===== src/rtl/core/ffca_pkg.sv =====
// ----------------------------------------------------------------------------
// ffca_pkg
// Shared types and constants for the first-fit contiguous allocator: channel
// payloads, result codes, controller states and datapath commands.
// ----------------------------------------------------------------------------
package ffca_pkg;

   // Table and address geometry.
   localparam int MAX_BLOCKS     = 64;
   localparam int ADDR_W         = 32;
   localparam int CNT_W          = $clog2(MAX_BLOCKS + 1);
   localparam int IDX_W          = $clog2(MAX_BLOCKS);
   localparam int ENTRY_W        = 2 * ADDR_W;
   localparam int LOG_W          = 5;
   localparam int MIN_ALIGN_LOG2 = 12;
   localparam int CSR_IDX_W      = 1;
   localparam int STATUS_W       = 3;

   // Request kinds.
   typedef enum logic [1:0] {
      KIND_ALLOC = 2'd0,
      KIND_FREE  = 2'd1,
      KIND_QUERY = 2'd2,
      KIND_NONE  = 2'd3
   } kind_type;

   // Result status codes.
   typedef enum logic [STATUS_W-1:0] {
      STAT_OK              = 3'd0,
      STAT_OUT_OF_REGION   = 3'd1,
      STAT_TABLE_FULL      = 3'd2,
      STAT_NOT_ALLOCATED   = 3'd3,
      STAT_NOT_BLOCK_START = 3'd4
   } status_code_type;

   // Configuration register indexes.
   typedef enum logic [CSR_IDX_W-1:0] {
      CSR_REGION_BASE  = 1'd0,
      CSR_REGION_LIMIT = 1'd1
   } csr_index_type;

   // Input item.
   typedef struct packed {
      logic [1:0]        kind;
      logic [ADDR_W-1:0] request_size;
      logic [LOG_W-1:0]  align_log2;
      logic [ADDR_W-1:0] address;
   } req_payload_type;

   // Result item.
   typedef struct packed {
      logic [STATUS_W-1:0] status;
      logic [ADDR_W-1:0]   block_address;
      logic                found;
      logic [ADDR_W-1:0]   remaining_bytes;
   } rsp_payload_type;

   // Controller states.
   typedef enum logic [4:0] {
      S_IDLE,
      S_DISPATCH,
      S_SCAN_RD,
      S_ALLOC_EV,
      S_ALLOC_LAST,
      S_PLACE,
      S_MOVE_TEST,
      S_MOVE_RD,
      S_MOVE_WR,
      S_INSERT,
      S_FIND_EV,
      S_FIND_END,
      S_REM_TEST,
      S_REM_RD,
      S_REM_WR,
      S_REM_DONE,
      S_PUSH
   } ctrl_state_type;

   // Datapath operations.
   typedef enum logic [3:0] {
      OP_NONE,
      OP_LOAD,
      OP_ALLOC_EMPTY,
      OP_SCAN_RD,
      OP_ALLOC_EV,
      OP_ALLOC_LAST,
      OP_PLACE,
      OP_MOVE_RD,
      OP_MOVE_WR,
      OP_INSERT,
      OP_FIND_EV,
      OP_FIND_END,
      OP_REM_RD,
      OP_REM_WR,
      OP_REM_DONE,
      OP_PUSH
   } dp_op_type;

   typedef struct packed {
      dp_op_type op;
   } dp_cmd_type;

   typedef struct packed {
      logic is_alloc;
      logic is_find;
      logic zero_size;
      logic cnt_zero;
      logic last_entry;
      logic gap_fit;
      logic find_hit;
      logic place_fail;
      logic remove;
      logic move_more;
      logic rem_more;
      logic out_free;
   } dp_status_type;

endpackage


===== src/rtl/core/ffca_ctrl.sv =====
// ----------------------------------------------------------------------------
// ffca_ctrl
// Sequencer for the allocator: walks the block table for each request and
// tells the datapath what to do in every cycle.
// ----------------------------------------------------------------------------
module ffca_ctrl (
   input  logic                   clock,
   input  logic                   reset,
   input  logic                   req_valid,
   output logic                   req_stall,
   input  ffca_pkg::dp_status_type dp_status,
   output ffca_pkg::dp_cmd_type    dp_cmd
);
   import ffca_pkg::*;

   ctrl_state_type state_ff, state_in;

   // State register.
   always_ff @(posedge clock) begin
      if (reset) begin
         state_ff <= S_IDLE;
      end else begin
         state_ff <= state_in;
      end
   end

   // Next state.
   always_comb begin
      state_in = state_ff;
      case (state_ff)
         S_IDLE: begin
            if (req_valid) state_in = S_DISPATCH;
         end
         S_DISPATCH: begin
            if (dp_status.is_alloc) begin
               state_in = (dp_status.zero_size || dp_status.cnt_zero) ? S_PLACE : S_SCAN_RD;
            end else if (dp_status.is_find) begin
               state_in = dp_status.cnt_zero ? S_FIND_END : S_SCAN_RD;
            end else begin
               state_in = S_PUSH;
            end
         end
         S_SCAN_RD: begin
            state_in = dp_status.is_alloc ? S_ALLOC_EV : S_FIND_EV;
         end
         S_ALLOC_EV: begin
            if (dp_status.gap_fit) state_in = S_PLACE;
            else if (dp_status.last_entry) state_in = S_ALLOC_LAST;
            else state_in = S_SCAN_RD;
         end
         S_ALLOC_LAST: state_in = S_PLACE;
         S_PLACE: begin
            state_in = dp_status.place_fail ? S_PUSH : S_MOVE_TEST;
         end
         S_MOVE_TEST: begin
            state_in = dp_status.move_more ? S_MOVE_RD : S_INSERT;
         end
         S_MOVE_RD: state_in = S_MOVE_WR;
         S_MOVE_WR: state_in = S_MOVE_TEST;
         S_INSERT:  state_in = S_PUSH;
         S_FIND_EV: begin
            if (dp_status.find_hit || dp_status.last_entry) state_in = S_FIND_END;
            else state_in = S_SCAN_RD;
         end
         S_FIND_END: begin
            state_in = dp_status.remove ? S_REM_TEST : S_PUSH;
         end
         S_REM_TEST: begin
            state_in = dp_status.rem_more ? S_REM_RD : S_REM_DONE;
         end
         S_REM_RD:   state_in = S_REM_WR;
         S_REM_WR:   state_in = S_REM_TEST;
         S_REM_DONE: state_in = S_PUSH;
         S_PUSH: begin
            if (dp_status.out_free) state_in = S_IDLE;
         end
         default: state_in = S_IDLE;
      endcase
   end

   // Outputs.
   always_comb begin
      req_stall = (state_ff != S_IDLE);
      dp_cmd.op = OP_NONE;
      case (state_ff)
         S_IDLE:       dp_cmd.op = req_valid ? OP_LOAD : OP_NONE;
         S_DISPATCH:   dp_cmd.op = OP_ALLOC_EMPTY;
         S_SCAN_RD:    dp_cmd.op = OP_SCAN_RD;
         S_ALLOC_EV:   dp_cmd.op = OP_ALLOC_EV;
         S_ALLOC_LAST: dp_cmd.op = OP_ALLOC_LAST;
         S_PLACE:      dp_cmd.op = OP_PLACE;
         S_MOVE_RD:    dp_cmd.op = OP_MOVE_RD;
         S_MOVE_WR:    dp_cmd.op = OP_MOVE_WR;
         S_INSERT:     dp_cmd.op = OP_INSERT;
         S_FIND_EV:    dp_cmd.op = OP_FIND_EV;
         S_FIND_END:   dp_cmd.op = OP_FIND_END;
         S_REM_RD:     dp_cmd.op = OP_REM_RD;
         S_REM_WR:     dp_cmd.op = OP_REM_WR;
         S_REM_DONE:   dp_cmd.op = OP_REM_DONE;
         S_PUSH:       dp_cmd.op = dp_status.out_free ? OP_PUSH : OP_NONE;
         default:      dp_cmd.op = OP_NONE;
      endcase
   end

endmodule


===== config.mk =====
export PLATFORM = sky130hd
export DESIGN_NAME = ffca_ctrl
export DESIGN_NICKNAME = d
export VERILOG_FILES = /design/src/rtl/core/ffca_pkg.sv /design/src/rtl/core/ffca_ctrl.sv
export SDC_FILE = /design/constraint.sdc
export NUM_CORES = 1
export LEC_CHECK = 0
export BUFFER_PORTS_ARGS = -buffer_cell sky130_fd_sc_hd__buf_2
export CAP_MARGIN = 20
export CELL_PAD_IN_SITES_DETAIL_PLACEMENT = 2
export CELL_PAD_IN_SITES_GLOBAL_PLACEMENT = 2
export CORE_MARGIN = 4
export CORE_UTILIZATION = 27
export DETAILED_ROUTE_END_ITERATION = 7
export HOLD_SLACK_MARGIN = 0.15
export PLACE_DENSITY = 0.87
export SYNTH_ARGS = -nofsm -noshare
export SYNTH_HDL_FRONTEND = slang
export SYNTH_SLANG_ARGS = --single-unit

===== constraint.sdc =====
create_clock -name clock -period 1.67 [get_ports clock]
set_input_delay 0.334 -clock clock [delete_from_list [all_inputs] [get_ports clock]]
set_output_delay 0.334 -clock clock [all_outputs]
set_load 0.01 [all_outputs]

==> results.sh <==
export IMPL_run_status="complete, but fails checks"
export IMPL_violations="negative setup slack"
export IMPL_synth_fa_ha_area_share_pct=0
export IMPL_synth_edf_count=0
export IMPL_synth_fp_nets=112
export IMPL_finalWirelength_um=3660
export IMPL_slowest_stage="dfxtp_4"
export IMPL_num_io_pins=20
export IMPL_dpl_hpwl_um=2360
export IMPL_synth_simple_area_share_pct=36.2
export IMPL_finalNonFillerCells=166
export IMPL_synth_top_family_by_area="simple AND/OR/NAND/NOR gates"
export IMPL_grt_max_degree=12
export IMPL_tightest_slew_ns=0.374
export IMPL_cts_tree="built"
export IMPL_dieArea_um2=3480
export IMPL_fmax_mhz=575
export IMPL_yosysUniqueCellTypes=44
export IMPL_rows=18
export IMPL_path_cells="and2b_2 > mux2i_1 > o32a_1 > o2bb2ai_1 > buf_2"
export IMPL_r2r_start="state_ff[0]"
export IMPL_reg2reg_depth=7
export IMPL_setup_viol=5
export IMPL_relSlewSlack_pct=74.8
export IMPL_ys_seq_area_share_pct=14.3
export IMPL_fin_skew_ns=0.00683
export IMPL_leakage_nw=0.461
export IMPL_io_buffers=19
export IMPL_start_util_pct=28.3
export IMPL_period_minus_slack_ns=1.74
export IMPL_wl_per_cell_um=22.1
export IMPL_place_ws_ns=-0.110
export IMPL_synth_compound_area_share_pct=35.3
export IMPL_first_pass_iters=4
export IMPL_dp_cells=153
export IMPL_antenna_found_initial=0
export IMPL_powerDensity_nw_per_um2=1790
export IMPL_setup_ws_ns=-0.0695
export IMPL_cts_num_sinks=5
export IMPL_grt_overflow_total=0
export IMPL_grt_pass1_wl_um=5330
export IMPL_rsz0062_at_grt="yes"
export IMPL_cp_required_ns=1.34
export IMPL_async_flop_share_pct=0
export IMPL_critPathKind="register to output port"
export IMPL_final_max_slew_violation_count=0
export IMPL_synth_xor_area_share_pct=1.25
export IMPL_nets=152
export IMPL_finalCritPeriodShare_pct=104
export IMPL_crit_path_end_kind="output port"
export IMPL_netlist_area_um2=702
export IMPL_min_from="reset"
export IMPL_start_kind="register"
export IMPL_cts_hold_buf=0
export IMPL_htree_num_levels=1
export IMPL_vias=939
export IMPL_area_growth_syn_to_layout_pct=56.7
export IMPL_largest_register="state_ff"
export IMPL_crit_start="state_ff[0]"
export IMPL_synth_top_flop_cell="dfxtp_1"
export IMPL_grt_usage_pct=20.9
export IMPL_syn_inst=97
export IMPL_synth_area_per_cell_um2=7.24
export IMPL_drc=0
export IMPL_die_h_um=59.0
export IMPL_arrival_ns=1.41
export IMPL_largest_register_ffs=5
export IMPL_cp_slowest_stage_delay_ns=0.41
export IMPL_die_w_um=59.0
export IMPL_grt_pass1_vias=999
export IMPL_yosys_warnings=0
export IMPL_clk_latency_ns=0.26
export IMPL_min_path_type="input pin to register"
export IMPL_reg_largest_list="state_ff x5"
export IMPL_max_cap_viol_count=0
export IMPL_fill_cells=288
export IMPL_drt_iter0_drc=43
export IMPL_vdd_drop_max_v=0.000776
export IMPL_path_clk_slew_ns=0.05
export IMPL_crit_fanout=8
export IMPL_final_layout_size_suffix_gt1_share_pct=50.7
export IMPL_finalHoldViolations=0
export IMPL_via_per_inst=5.66
export IMPL_r2r_slack_ns=-0.04
export IMPL_cts_buffers=3
export IMPL_cts_root_buf="clkbuf_4"
export IMPL_fin_tns_setup_ns=-0.147
export IMPL_ys_seq_elements=5
export IMPL_clockBufferDepth=2
export IMPL_drt_antenna_violating_nets=0
export IMPL_placeableCoreArea_um2=2480
export IMPL_n_antenna_cell=0
export IMPL_globalplace_congestion=0.838
export IMPL_muxShareOfSynthArea_pct=4.28
export IMPL_min_path_cells=2
-- per-stage QoR --
step / hold WS (ns) / area (um^2) / total power, mW / utilization (%)
floorplan: 0.403 / 702 / 0.979 / -
global placement: 0.586 / 901 / 1.37 / 36.4
detailed placement: 0.599 / 901 / 1.44 / 36.4
CTS: 0.328 / 1020 / 1.78 / 41.3
global route: 0.351 / 1100 / 2.13 / 44.4
finish: 0.353 / 1100 / 1.97 / 44.4
-- worst paths after layout --
kind	endpoint
worst min-delay path	state_ff[4]
worst max-delay path	dp_cmd[0]
worst max register to register	state_ff[2]
worst min register to register	state_ff[0]
-- worst max-delay path, delay by kind of cell, from the launching register on --
kind / cells / cell delay [ns]
buf+inv: 1 / 0.14
flops: 1 / 0.41
compound gates: 2 / 0.20
mux: 1 / 0.14
simple gates: 1 / 0.26
-- power by group --
| part | leakage (nW) | switching [mW] | internal [mW] |
|---|---|---|---|
| Clock | 0.0150 | 0.0613 | 0.0910 |
| Sequential | 0.0445 | 0.128 | 0.185 |
| Combinational | 0.402 | 0.764 | 0.743 |
| Total | 0.461 | 0.953 | 1.02 |
-- what timing repair did --
action / CTS / global route
endpoints found under the setup margin: 7 / 6
buffers inserted: 8 / 1
pin swaps: 2 / 0
gates resized for setup: 14 / 14
-- cell usage after synthesis, drive strengths merged, types with 2 or more instances --
library cell,count,area share [%]
a21o,5,5.3
a21oi,3,2.1
a22oi,2,2.1
a31oi,3,2.7
buf,7,6.6
clkbuf,2,1.1
dfxtp,5,14
inv,2,1.1
mux2i,3,4.3
nand2,7,3.7
nand2b,5,4.5
nand3,3,2.9
nor2,9,5.9
nor2b,5,5.5
nor3,3,2.1
nor4,2,1.8
o21ai,8,5.7
o32a,3,4.3
-- layout by cell type, fill, tap and decap left out, drive strengths merged, types with 4 or more instances in the layout --
cell type,instances
o21ai,8
nor2,9
buf,44
dfxtp,5
nand2,7
nand2b,5
a21o,5
nor2b,5
clkbuf,4
-- logic make-up (layout without fill, tap and decap cells) --
| logic type | count (synthesis) | after routing |
|---|---|---|
| buffers and inverters | 11 | 50 |
| multiplexers | 3 | 3 |
| AO/OA/AOI/OAI | 34 | 34 |
| flip-flops | 5 | 5 |
| XOR/XNOR | 1 | 1 |
| AND/OR/NAND/NOR | 43 | 43 |
-- cell type report --
class | count | area [um^2] | share of cell area, %
Multi-Input combinational cell | 81 | 619 | 56.3
Sequential cell | 5 | 119 | 10.8
Tap cell | 30 | 37.5 | 3.41
Clock buffer | 4 | 26.3 | 2.39
Inverter | 2 | 7.51 | 0.683
Timing Repair Buffer | 44 | 290 | 26.4
-- metal layers --
metal  share of wire, %  track usage, %  wire (um)
met4                2.8            4.21        102
met1                 49            29.2       1800
met2                 45            33.4       1660
met5                  0               0          0
met3                2.7            4.14        100
No activity file was read; power rests on OpenSTA's default activity.
